File: src/hw/rtl/sha1bs_pkg.sv
// Shared types and constants for the SHA-1 byte stream hash.
// No dependencies; used by sha1bs_ctrl, sha1bs_dp and sha1_byte_stream_hash.
package sha1bs_pkg;

    // Request codes on the input channel
    localparam logic [1:0] REQ_DATA    = 2'd0;
    localparam logic [1:0] REQ_FINISH  = 2'd1;
    localparam logic [1:0] REQ_RESTART = 2'd2;

    // Status codes on the result channel
    localparam logic [1:0] STS_OK         = 2'd0;
    localparam logic [1:0] STS_DATA_AFTER = 2'd1;
    localparam logic [1:0] STS_OVERFLOW   = 2'd2;

    // Round group codes (selects f and K)
    localparam logic [1:0] GRP_CH     = 2'd0;
    localparam logic [1:0] GRP_PAR1   = 2'd1;
    localparam logic [1:0] GRP_MAJ    = 2'd2;
    localparam logic [1:0] GRP_PAR2   = 2'd3;

    localparam logic [6:0] ROUND_LAST = 7'd79;
    localparam logic [6:0] GRP1_START = 7'd20;
    localparam logic [6:0] GRP2_START = 7'd40;
    localparam logic [6:0] GRP3_START = 7'd60;
    localparam logic [2:0] WORD_LAST  = 3'd4;
    localparam logic [7:0] PAD_MARK   = 8'h80;

    typedef struct packed {
        logic [1:0] req_type;
        logic [7:0] data_byte;
    } in_item_t;

    typedef struct packed {
        logic [1:0]  status;
        logic [31:0] digest_word;
        logic [2:0]  word_index;
        logic        last_word;
    } out_item_t;

    // Byte source for the block window shift
    typedef enum logic [1:0] {
        SRC_DATA,
        SRC_MARK,
        SRC_ZERO,
        SRC_LEN
    } src_t;

    typedef enum logic [2:0] {
        S_IDLE,
        S_PAD,
        S_ROUND,
        S_FINAL,
        S_EMIT
    } state_t;

    // Commands from controller to datapath
    typedef struct packed {
        logic       shift_en;
        src_t       shift_src;
        logic       len_inc;
        logic       len_clr;
        logic       fill_clr;
        logic       chain_init;
        logic       load_work;
        logic       round_en;
        logic [1:0] round_grp;
        logic       chain_add;
        logic       out_load;
        logic       out_is_word;
        logic [1:0] out_code;
        logic [2:0] out_idx;
    } cmd_t;

    // Status from datapath to controller
    typedef struct packed {
        logic fill_last;
        logic fill_ge56;
        logic len_wrap;
    } dp_sts_t;

    function automatic logic [31:0] init_hash(input logic [2:0] idx);
        logic [31:0] h;
        case (idx)
            3'd0:    h = 32'h67452301;
            3'd1:    h = 32'hEFCDAB89;
            3'd2:    h = 32'h98BADCFE;
            3'd3:    h = 32'h10325476;
            default: h = 32'hC3D2E1F0;
        endcase
        return h;
    endfunction

    function automatic logic [31:0] round_k(input logic [1:0] grp);
        logic [31:0] k;
        case (grp)
            GRP_CH:   k = 32'h5A827999;
            GRP_PAR1: k = 32'h6ED9EBA1;
            GRP_MAJ:  k = 32'h8F1BBCDC;
            default:  k = 32'hCA62C1D6;
        endcase
        return k;
    endfunction

endpackage

File: src/hw/rtl/sha1bs_dp.sv
// Datapath: block window / message schedule, working vars a..e, chaining
// words, length and fill counters, result register. Depends on sha1bs_pkg.
module sha1bs_dp (
    input  logic                   aclk,
    input  logic                   aresetn,
    input  sha1bs_pkg::cmd_t       cmd,
    input  logic [7:0]             data_byte,
    output sha1bs_pkg::dp_sts_t    sts,
    output sha1bs_pkg::out_item_t  out_item
);

    logic [31:0] win_reg [16];
    logic [31:0] chain_reg [5];
    logic [31:0] a_reg, b_reg, c_reg, d_reg, e_reg;
    logic [63:0] len_reg;
    logic [5:0]  fill_reg;
    sha1bs_pkg::out_item_t out_reg;

    logic [7:0]  shift_byte;
    logic [7:0]  len_byte;
    logic [31:0] f_val;
    logic [31:0] w_mix;
    logic [31:0] w_new;
    logic [31:0] t_val;

    assign sts.fill_last = (fill_reg == 6'd63);
    assign sts.fill_ge56 = (fill_reg[5:3] == 3'b111);
    assign sts.len_wrap  = &len_reg[63:3];
    assign out_item      = out_reg;

    // Length bytes go out big-endian, selected by the low fill bits
    assign len_byte = len_reg[{~fill_reg[2:0], 3'b000} +: 8];

    always_comb begin
        case (cmd.shift_src)
            sha1bs_pkg::SRC_DATA: shift_byte = data_byte;
            sha1bs_pkg::SRC_MARK: shift_byte = sha1bs_pkg::PAD_MARK;
            sha1bs_pkg::SRC_LEN:  shift_byte = len_byte;
            default:              shift_byte = 8'h00;
        endcase
    end

    // Round function
    always_comb begin
        case (cmd.round_grp)
            sha1bs_pkg::GRP_CH:  f_val = (b_reg & c_reg) | (~b_reg & d_reg);
            sha1bs_pkg::GRP_MAJ: f_val = (b_reg & c_reg) | (b_reg & d_reg) | (c_reg & d_reg);
            default:             f_val = b_reg ^ c_reg ^ d_reg;
        endcase
    end

    assign w_mix = win_reg[13] ^ win_reg[8] ^ win_reg[2] ^ win_reg[0];
    assign w_new = {w_mix[30:0], w_mix[31]};
    assign t_val = {a_reg[26:0], a_reg[31:27]} + f_val + e_reg + win_reg[0]
                 + sha1bs_pkg::round_k(cmd.round_grp);

    // Block window: byte shift while filling, word shift as schedule
    always_ff @(posedge aclk) begin
        if (cmd.shift_en) begin
            for (int i = 0; i < 15; i++) begin
                win_reg[i] <= {win_reg[i][23:0], win_reg[i+1][31:24]};
            end
            win_reg[15] <= {win_reg[15][23:0], shift_byte};
        end else if (cmd.round_en) begin
            for (int i = 0; i < 15; i++) begin
                win_reg[i] <= win_reg[i+1];
            end
            win_reg[15] <= w_new;
        end
    end

    // Working variables
    always_ff @(posedge aclk) begin
        if (cmd.load_work) begin
            a_reg <= chain_reg[0];
            b_reg <= chain_reg[1];
            c_reg <= chain_reg[2];
            d_reg <= chain_reg[3];
            e_reg <= chain_reg[4];
        end else if (cmd.round_en) begin
            a_reg <= t_val;
            b_reg <= a_reg;
            c_reg <= {b_reg[1:0], b_reg[31:2]};
            d_reg <= c_reg;
            e_reg <= d_reg;
        end
    end

    // Chaining words
    always_ff @(posedge aclk) begin
        if (!aresetn || cmd.chain_init) begin
            for (int i = 0; i < 5; i++) begin
                chain_reg[i] <= sha1bs_pkg::init_hash(3'(i));
            end
        end else if (cmd.chain_add) begin
            chain_reg[0] <= chain_reg[0] + a_reg;
            chain_reg[1] <= chain_reg[1] + b_reg;
            chain_reg[2] <= chain_reg[2] + c_reg;
            chain_reg[3] <= chain_reg[3] + d_reg;
            chain_reg[4] <= chain_reg[4] + e_reg;
        end
    end

    // Bit length and fill index
    always_ff @(posedge aclk) begin
        if (!aresetn || cmd.len_clr) begin
            len_reg <= '0;
        end else if (cmd.len_inc) begin
            len_reg <= len_reg + 64'd8;
        end
        if (!aresetn || cmd.fill_clr) begin
            fill_reg <= '0;
        end else if (cmd.shift_en) begin
            fill_reg <= fill_reg + 6'd1;
        end
    end

    // Result register
    always_ff @(posedge aclk) begin
        if (cmd.out_load) begin
            if (cmd.out_is_word) begin
                out_reg.status      <= sha1bs_pkg::STS_OK;
                out_reg.digest_word <= chain_reg[cmd.out_idx];
                out_reg.word_index  <= cmd.out_idx;
                out_reg.last_word   <= (cmd.out_idx == sha1bs_pkg::WORD_LAST);
            end else begin
                out_reg.status      <= cmd.out_code;
                out_reg.digest_word <= '0;
                out_reg.word_index  <= '0;
                out_reg.last_word   <= 1'b1;
            end
        end
    end

endmodule

File: src/hw/rtl/sha1bs_ctrl.sv
// Controller: request decode, padding sequencer, round counter, digest emit.
// Drives sha1bs_dp through cmd_t. Depends on sha1bs_pkg.
module sha1bs_ctrl (
    input  logic                 aclk,
    input  logic                 aresetn,
    input  logic                 s_valid,
    output logic                 s_ready,
    input  logic [1:0]           req_type,
    output logic                 m_valid,
    input  logic                 m_ready,
    input  sha1bs_pkg::dp_sts_t  sts,
    output sha1bs_pkg::cmd_t     cmd
);

    sha1bs_pkg::state_t state_reg, state_next;
    logic [6:0] cnt_reg, cnt_next;
    logic       finished_reg, finished_next;
    logic [1:0] err_reg, err_next;
    logic       mark_reg, mark_next;     // 0x80 already written
    logic       len_ok_reg, len_ok_next; // length bytes may go at 56..63
    logic       pad_reg, pad_next;       // padding in progress
    logic       last_reg, last_next;     // current block is the final one
    logic       m_valid_reg, m_valid_next;

    logic       out_free;
    logic       accept;
    logic [1:0] grp;

    assign out_free = !m_valid_reg || m_ready;
    assign s_ready  = (state_reg == sha1bs_pkg::S_IDLE) && out_free;
    assign accept   = s_valid && s_ready;
    assign m_valid  = m_valid_reg;

    always_comb begin
        if (cnt_reg < sha1bs_pkg::GRP1_START) begin
            grp = sha1bs_pkg::GRP_CH;
        end else if (cnt_reg < sha1bs_pkg::GRP2_START) begin
            grp = sha1bs_pkg::GRP_PAR1;
        end else if (cnt_reg < sha1bs_pkg::GRP3_START) begin
            grp = sha1bs_pkg::GRP_MAJ;
        end else begin
            grp = sha1bs_pkg::GRP_PAR2;
        end
    end

    // Next state
    always_comb begin
        state_next    = state_reg;
        cnt_next      = cnt_reg;
        finished_next = finished_reg;
        err_next      = err_reg;
        mark_next     = mark_reg;
        len_ok_next   = len_ok_reg;
        pad_next      = pad_reg;
        last_next     = last_reg;
        unique case (state_reg)
            sha1bs_pkg::S_IDLE: begin
                if (accept) begin
                    case (req_type)
                        sha1bs_pkg::REQ_DATA: begin
                            if (finished_reg) begin
                                err_next = sha1bs_pkg::STS_DATA_AFTER;
                            end else if (err_reg != sha1bs_pkg::STS_OK) begin
                                err_next = err_reg;
                            end else if (sts.len_wrap) begin
                                err_next = sha1bs_pkg::STS_OVERFLOW;
                            end else if (sts.fill_last) begin
                                state_next = sha1bs_pkg::S_ROUND;
                                cnt_next   = '0;
                            end
                        end
                        sha1bs_pkg::REQ_FINISH: begin
                            if (err_reg != sha1bs_pkg::STS_OK) begin
                                err_next = err_reg;
                            end else if (finished_reg) begin
                                state_next = sha1bs_pkg::S_EMIT;
                                cnt_next   = '0;
                            end else begin
                                state_next  = sha1bs_pkg::S_PAD;
                                mark_next   = 1'b0;
                                len_ok_next = 1'b0;
                                pad_next    = 1'b1;
                                last_next   = 1'b0;
                            end
                        end
                        sha1bs_pkg::REQ_RESTART: begin
                            finished_next = 1'b0;
                            err_next      = sha1bs_pkg::STS_OK;
                        end
                        default: ;
                    endcase
                end
            end
            sha1bs_pkg::S_PAD: begin
                mark_next = 1'b1;
                if (!mark_reg && !sts.fill_ge56) begin
                    len_ok_next = 1'b1;
                end
                if (sts.fill_last) begin
                    state_next  = sha1bs_pkg::S_ROUND;
                    cnt_next    = '0;
                    len_ok_next = 1'b1;
                    last_next   = mark_reg && len_ok_reg && sts.fill_ge56;
                end
            end
            sha1bs_pkg::S_ROUND: begin
                cnt_next = cnt_reg + 7'd1;
                if (cnt_reg == sha1bs_pkg::ROUND_LAST) begin
                    state_next = sha1bs_pkg::S_FINAL;
                end
            end
            sha1bs_pkg::S_FINAL: begin
                if (last_reg) begin
                    state_next    = sha1bs_pkg::S_EMIT;
                    cnt_next      = '0;
                    finished_next = 1'b1;
                    pad_next      = 1'b0;
                    last_next     = 1'b0;
                end else if (pad_reg) begin
                    state_next = sha1bs_pkg::S_PAD;
                end else begin
                    state_next = sha1bs_pkg::S_IDLE;
                end
            end
            sha1bs_pkg::S_EMIT: begin
                if (out_free) begin
                    cnt_next = cnt_reg + 7'd1;
                    if (cnt_reg[2:0] == sha1bs_pkg::WORD_LAST) begin
                        state_next = sha1bs_pkg::S_IDLE;
                    end
                end
            end
            default: state_next = sha1bs_pkg::S_IDLE;
        endcase
    end

    // Datapath commands
    always_comb begin
        cmd = '0;
        cmd.shift_src = sha1bs_pkg::SRC_ZERO;
        cmd.round_grp = grp;
        cmd.out_idx   = cnt_reg[2:0];
        unique case (state_reg)
            sha1bs_pkg::S_IDLE: begin
                if (accept) begin
                    case (req_type)
                        sha1bs_pkg::REQ_DATA: begin
                            if (finished_reg) begin
                                cmd.out_load = 1'b1;
                                cmd.out_code = sha1bs_pkg::STS_DATA_AFTER;
                            end else if (err_reg != sha1bs_pkg::STS_OK) begin
                                cmd.out_load = 1'b1;
                                cmd.out_code = err_reg;
                            end else begin
                                cmd.len_inc = 1'b1;
                                if (sts.len_wrap) begin
                                    cmd.out_load = 1'b1;
                                    cmd.out_code = sha1bs_pkg::STS_OVERFLOW;
                                end else begin
                                    cmd.shift_en  = 1'b1;
                                    cmd.shift_src = sha1bs_pkg::SRC_DATA;
                                    cmd.load_work = sts.fill_last;
                                end
                            end
                        end
                        sha1bs_pkg::REQ_FINISH: begin
                            if (err_reg != sha1bs_pkg::STS_OK) begin
                                cmd.out_load = 1'b1;
                                cmd.out_code = err_reg;
                            end
                        end
                        sha1bs_pkg::REQ_RESTART: begin
                            cmd.chain_init = 1'b1;
                            cmd.len_clr    = 1'b1;
                            cmd.fill_clr   = 1'b1;
                        end
                        default: ;
                    endcase
                end
            end
            sha1bs_pkg::S_PAD: begin
                cmd.shift_en = 1'b1;
                if (!mark_reg) begin
                    cmd.shift_src = sha1bs_pkg::SRC_MARK;
                end else if (len_ok_reg && sts.fill_ge56) begin
                    cmd.shift_src = sha1bs_pkg::SRC_LEN;
                end else begin
                    cmd.shift_src = sha1bs_pkg::SRC_ZERO;
                end
                cmd.load_work = sts.fill_last;
            end
            sha1bs_pkg::S_ROUND: begin
                cmd.round_en = 1'b1;
            end
            sha1bs_pkg::S_FINAL: begin
                cmd.chain_add = 1'b1;
                cmd.len_clr   = last_reg;
            end
            sha1bs_pkg::S_EMIT: begin
                if (out_free) begin
                    cmd.out_load    = 1'b1;
                    cmd.out_is_word = 1'b1;
                end
            end
            default: ;
        endcase
    end

    // Result valid: set on load, cleared when taken
    always_comb begin
        if (cmd.out_load) begin
            m_valid_next = 1'b1;
        end else if (m_ready) begin
            m_valid_next = 1'b0;
        end else begin
            m_valid_next = m_valid_reg;
        end
    end

    always_ff @(posedge aclk) begin
        if (!aresetn) begin
            state_reg    <= sha1bs_pkg::S_IDLE;
            cnt_reg      <= '0;
            finished_reg <= 1'b0;
            err_reg      <= sha1bs_pkg::STS_OK;
            mark_reg     <= 1'b0;
            len_ok_reg   <= 1'b0;
            pad_reg      <= 1'b0;
            last_reg     <= 1'b0;
            m_valid_reg  <= 1'b0;
        end else begin
            state_reg    <= state_next;
            cnt_reg      <= cnt_next;
            finished_reg <= finished_next;
            err_reg      <= err_next;
            mark_reg     <= mark_next;
            len_ok_reg   <= len_ok_next;
            pad_reg      <= pad_next;
            last_reg     <= last_next;
            m_valid_reg  <= m_valid_next;
        end
    end

endmodule

File: src/hw/rtl/sha1_byte_stream_hash.sv
// SHA-1 over a byte stream, one request per byte; top level.
// Instantiates sha1bs_ctrl and sha1bs_dp; depends on sha1bs_pkg.
//
// A data byte request shifts one byte into the block window; every 64th byte
// also starts the compression, 80 rounds at one per cycle, then folds the
// result into the chaining words. A finish request on an open message pads
// one byte per cycle up to the end of the block (and through a second block
// when fewer than 9 bytes remain), compresses, then returns five digest
// words, one per cycle when the result side is ready. Requests are taken one
// at a time and only while the result register is empty or being drained.
// Error and overflow conditions are sticky and answered with one status
// result; restart clears the chaining words, length, fill and sticky state.
module sha1_byte_stream_hash (
    input  logic                  aclk,
    input  logic                  aresetn,
    input  logic                  s_valid,
    output logic                  s_ready,
    input  sha1bs_pkg::in_item_t  s_payload,
    output logic                  m_valid,
    input  logic                  m_ready,
    output sha1bs_pkg::out_item_t m_payload
);

    sha1bs_pkg::cmd_t    cmd;
    sha1bs_pkg::dp_sts_t sts;

    sha1bs_ctrl u_ctrl (
        .aclk     (aclk),
        .aresetn  (aresetn),
        .s_valid  (s_valid),
        .s_ready  (s_ready),
        .req_type (s_payload.req_type),
        .m_valid  (m_valid),
        .m_ready  (m_ready),
        .sts      (sts),
        .cmd      (cmd)
    );

    sha1bs_dp u_dp (
        .aclk      (aclk),
        .aresetn   (aresetn),
        .cmd       (cmd),
        .data_byte (s_payload.data_byte),
        .sts       (sts),
        .out_item  (m_payload)
    );

    // Requests are only taken when the result slot is free or draining
    a_ready_slot: assert property (@(posedge aclk) disable iff (!aresetn)
        s_ready |-> (!m_valid || m_ready))
        else $error("request taken while result slot is blocked");

    // Digest runs end on word 4
    a_last_idx: assert property (@(posedge aclk) disable iff (!aresetn)
        (m_valid && m_payload.status == sha1bs_pkg::STS_OK)
            |-> (m_payload.last_word == (m_payload.word_index == sha1bs_pkg::WORD_LAST)))
        else $error("digest last_word does not match word index");

    // Status results carry no digest
    a_status_clean: assert property (@(posedge aclk) disable iff (!aresetn)
        (m_valid && m_payload.status != sha1bs_pkg::STS_OK)
            |-> (m_payload.digest_word == 32'd0 && m_payload.word_index == 3'd0
                 && m_payload.last_word))
        else $error("status result carries digest fields");

    // A digest word is followed by the next one in order
    a_word_order: assert property (@(posedge aclk) disable iff (!aresetn)
        (m_valid && m_ready && m_payload.status == sha1bs_pkg::STS_OK
            && !m_payload.last_word)
            |=> (m_valid && m_payload.word_index == $past(m_payload.word_index) + 3'd1))
        else $error("digest words out of order");

endmodule

File: config.mk
export PLATFORM = sky130hd
export DESIGN_NAME = sha1_byte_stream_hash
export DESIGN_NICKNAME = d
export VERILOG_FILES = /design/src/hw/rtl/sha1bs_pkg.sv /design/src/hw/rtl/sha1bs_dp.sv /design/src/hw/rtl/sha1bs_ctrl.sv /design/src/hw/rtl/sha1_byte_stream_hash.sv
export SDC_FILE = /design/constraint.sdc
export NUM_CORES = 2
export LEC_CHECK = 0
export BUFFER_PORTS_ARGS = -buffer_cell sky130_fd_sc_hd__buf_2
export CAP_MARGIN = 40
export CORE_MARGIN = 4
export CORE_UTILIZATION = 55
export DETAILED_ROUTE_END_ITERATION = 6
export PLACE_DENSITY = 0.74
export SETUP_SLACK_MARGIN = 0.05
export SYNTH_ARGS = -nofsm -noshare
export SYNTH_HDL_FRONTEND = slang
export SYNTH_HIERARCHICAL = 1
export SYNTH_SLANG_ARGS = --single-unit
File: constraint.sdc
create_clock -name aclk -period 9 [get_ports aclk]
set_input_delay 0.45 -clock aclk [delete_from_list [all_inputs] [get_ports aclk]]
set_output_delay 0.45 -clock aclk [all_outputs]
set_load 0.05 [all_outputs]
==> flow_summary.toml <==
[run_status]
outcome = "finished clean"

[yosys]
ys_ff_latch = 955
async_reset_ff_share_pct = 0
ys_types = 87
synth_edf_count = 870
syn_avg_cell_area_um2 = 11.7
syn_area_um2 = 55100
yosysSeqAreaShare_pct = 50.5
synth_nets = 5068
synthCells = 4730
ys.warnings.count = 6
synth_flop_cell = "edfxtp_1"

[clocking]
ctsHoldBuffers = 0
cts-root-buf = "clkbuf_16"
clock_latency_ns = 0.72
clock_sinks = 955
htree_levels = 3
cts_resized = 0
cts_setup_buffers = 0
clkTransAtPathRegs_ns = 0.06
cts_buffer_depth = 3
cts_tree = "yes"
cts_buffers = 103

[floorplanning]
die_area_um2 = 105000
coreArea_um2 = 98900
fp-row-count = 115
initial_core_util_pct = 55.8
ioPinCount = 54
die_w_um = 325
die_y_um = 325

[cells_and_area]
syn_to_final_growth_pct = 9.01
n_fill_cell = 7708
final_cell_count_no_fill = 6114
drive_above_1_share_pct = 16.7
nNetsFinal = 5076
antenna_cells = 0
largest_register_ffs = 512

[drt]
ant_nets = 0
drt_first_pass_iters = 6
first_iter_violations = 4455
wl_per_cell_um = 22.1
remaining_drc_errors = 0
vias = 37100
viasPerCell = 6.07
drt_wl_total_mm = 135

[critical_path]
endpoint_kind = "flip-flop"
startpoint_type = "flip-flop"
cpMostUsedCell = "inv_1"
max_stage_delay_ns = 0.63
crit_chain = "nand2_1, o21ai_0, a221o_1, inv_1, ha_1, inv_1, buf_4, nand2_1, buf_4, o221ai_1, fa_1, inv_1, fa_1, inv_1, ha_1, nand2b_1, a211oi_1, o41ai_1, a21oi_1, a21oi_1, o31ai_1, a2111oi_0, nor4_1, nor4_1"
arrival_ns = 7.64
crit_slowest_cell = "a2111oi_0"
cp_data_required_time_ns = 9.52
cp_max_fo = 33
critical_path_class = "reg -> reg"
crit_buf_inv = 6
path_delay_family = "compound AO/OA/AOI/OAI gates"

[flow_run]
drv_cap = 0

[timing]
setup_viol = 0
relSlewSlack_pct = 29.0
final-hold-violation-count = 0
fin_worst_skew_ns = 0.0614
drv_slew = 0
fin_setup_tns_ns = 0
tightest_slew_ns = 1.06
finalCriticalPeriod_ns = 7.13
holdWs_ns = 0.167
rsz0062_at_grt = "no"
timing.fmax_ghz = 0.140
min_period_over_period_pct = 79.2

[global_routing]
grt_pass1_vias = 35600
grtUsageTotal_pct = 25.1
grt_pass1_wl_mm = 209
grt_overflow = 0
antenna_found_initial = 0
grt_start_max_net_pins = 205

[place]
dp_hpwl_mm = 97.2
globalplace.congestion = 0.938
dp_cells = 5920
portBuffers = 53

[power_and_ir_drop]
peakVddDrop_mv = 0.180
cellPowerDensity_nw_per_um2 = 166
p_leak_nw = 21.6

[hold_path]
hold_path.class = "in -> reg"
==> path summary, 6_finish.rpt <==
kind | start | end | slack [ns] | cells after the start
worst max register to register | u_ctrl/cnt_reg[2]$_SDFFE_PN0P_ | u_dp/a_reg[31]$_DFFE_PP_ | 1.87 | 24
worst max-delay path | u_ctrl/cnt_reg[2]$_SDFFE_PN0P_ | u_dp/a_reg[31]$_DFFE_PP_ | 1.87 | 24
worst min register to register | u_ctrl/pad_reg$_SDFFE_PN0P_ | u_ctrl/pad_reg$_SDFFE_PN0P_ | 0.46 | 2
worst min-delay path | m_ready | u_ctrl/m_valid$_SDFFE_PN0P_ | 0.17 | 3
==> layout by cell type, fill, tap and decap left out, types with 24 or more instances in the layout <==
cell	instances
buf_2	55
mux2i_1	51
mux4_2	44
nand3_1	71
fa_1	125
nand2b_1	32
nand4_1	33
xor2_1	121
edfxtp_1	870
o21ai_0	362
and2_1	26
o221ai_1	25
a21oi_1	185
and3_1	30
a31oi_1	24
o21bai_1	25
clkbuf_16	103
xnor2_1	181
nor2_1	271
ha_1	199
a21o_1	73
inv_1	375
o21a_1	29
clkinv_1	27
mux2_2	480
dfxtp_1	82
nor2b_1	62
nand2_1	469
nor3_1	54
==> per-stage QoR <==
step           power, mW  util [%]  setup WS, ns  instance area, µm²
4_1_cts             10.1      60.8          2.00               60100
2_1_floorplan       5.69         -         0.136               55100
3_5_place_dp        5.85      57.4          2.04               56700
6_report            9.99      60.8          1.87               60100
5_1_grt             10.4      60.8          1.24               60100
3_3_place_gp        5.83      57.2          2.18               56500
==> routing by layer <==
metal  track usage [%]  share of wire (%)  vias to the layer above
met4              6.53                2.4                        0
met5                 0                  0                        -
met1              36.8                 43                    18200
li1                  -                  -                    17100
met2              38.4                 45                     1551
met3              5.20                9.5                      203
==> synth_stat cells (all sizes together) (12+ instances only) <==
| cell | n | area (µm²) |
|---|---|---|
| a211oi | 22 | 165 |
| a21o | 74 | 556 |
| a21oi | 185 | 926 |
| a31oi | 24 | 150 |
| and2 | 27 | 169 |
| and3 | 31 | 195 |
| buf | 23 | 155 |
| clkbuf | 164 | 616 |
| dfxtp | 85 | 1700 |
| edfxtp | 870 | 26100 |
| fa | 125 | 2500 |
| ha | 199 | 2490 |
| inv | 375 | 1410 |
| mux2 | 480 | 5410 |
| mux2i | 51 | 510 |
| mux4 | 45 | 1020 |
| nand2 | 470 | 1760 |
| nand2b | 33 | 206 |
| nand3 | 73 | 383 |
| nand4 | 35 | 240 |
| nor2 | 272 | 1020 |
| nor2b | 64 | 403 |
| nor3 | 57 | 307 |
| nor4 | 13 | 87.6 |
| o21a | 29 | 218 |
| o21ai | 362 | 1810 |
| o21bai | 25 | 188 |
| o221ai | 25 | 219 |
| o22ai | 14 | 87.6 |
| o31ai | 13 | 97.6 |
| or2 | 12 | 75.1 |
| or3 | 24 | 153 |
| xnor2 | 181 | 1590 |
| xor2 | 121 | 1060 |
==> layout make-up <==
type / count / area (µm²) / share of cell area (%)
sequential: 955 / 27800 / 46.3
clock buffer: 124 / 2660 / 4.42
clock inverter: 70 / 694 / 1.16
multi-input combinational: 3212 / 25200 / 41.9
tap: 1287 / 1610 / 2.68
timing repair buffer: 90 / 733 / 1.22
inverter: 376 / 1410 / 2.35
==> logic make-up (layout without fill, tap and decap cells) <==
logic type	Yosys count	after routing	share of synthesized area, %
AND/OR/NAND/NOR	1152	1152	9.77
buffers and inverters	563	660	3.96
XOR/XNOR	302	302	4.80
multiplexers	576	576	12.6
adder cells (fa/ha/maj)	324	324	9.06
AO/OA/AOI/OAI	858	858	9.36
flip-flops	955	955	50.5
==> where the power goes <==
group | internal [mW] | switching (mW) | total, mW | leakage, nW
combinational | 0.297 | 0.399 | 0.696 | 11.3
sequential | 4.99 | 0.0917 | 5.08 | 8.68
clock | 2.38 | 1.84 | 4.22 | 1.61
==> worst register-to-register path, stage by stage, from the launching register on <==
cell	delay (ns)
dfxtp_2	0.48
nand2_1	0.20
o21ai_0	0.10
a221o_1	0.40
inv_1	0.10
ha_1	0.49
inv_1	0.09
buf_4	0.28
nand2_1	0.16
buf_4	0.37
o221ai_1	0.23
fa_1	0.52
inv_1	0.05
fa_1	0.49
inv_1	0.04
ha_1	0.34
nand2b_1	0.12
a211oi_1	0.12
o41ai_1	0.60
a21oi_1	0.28
a21oi_1	0.32
o31ai_1	0.14
a2111oi_0	0.63
nor4_1	0.11
nor4_1	0.30
(Power assumes the default switching activity.)
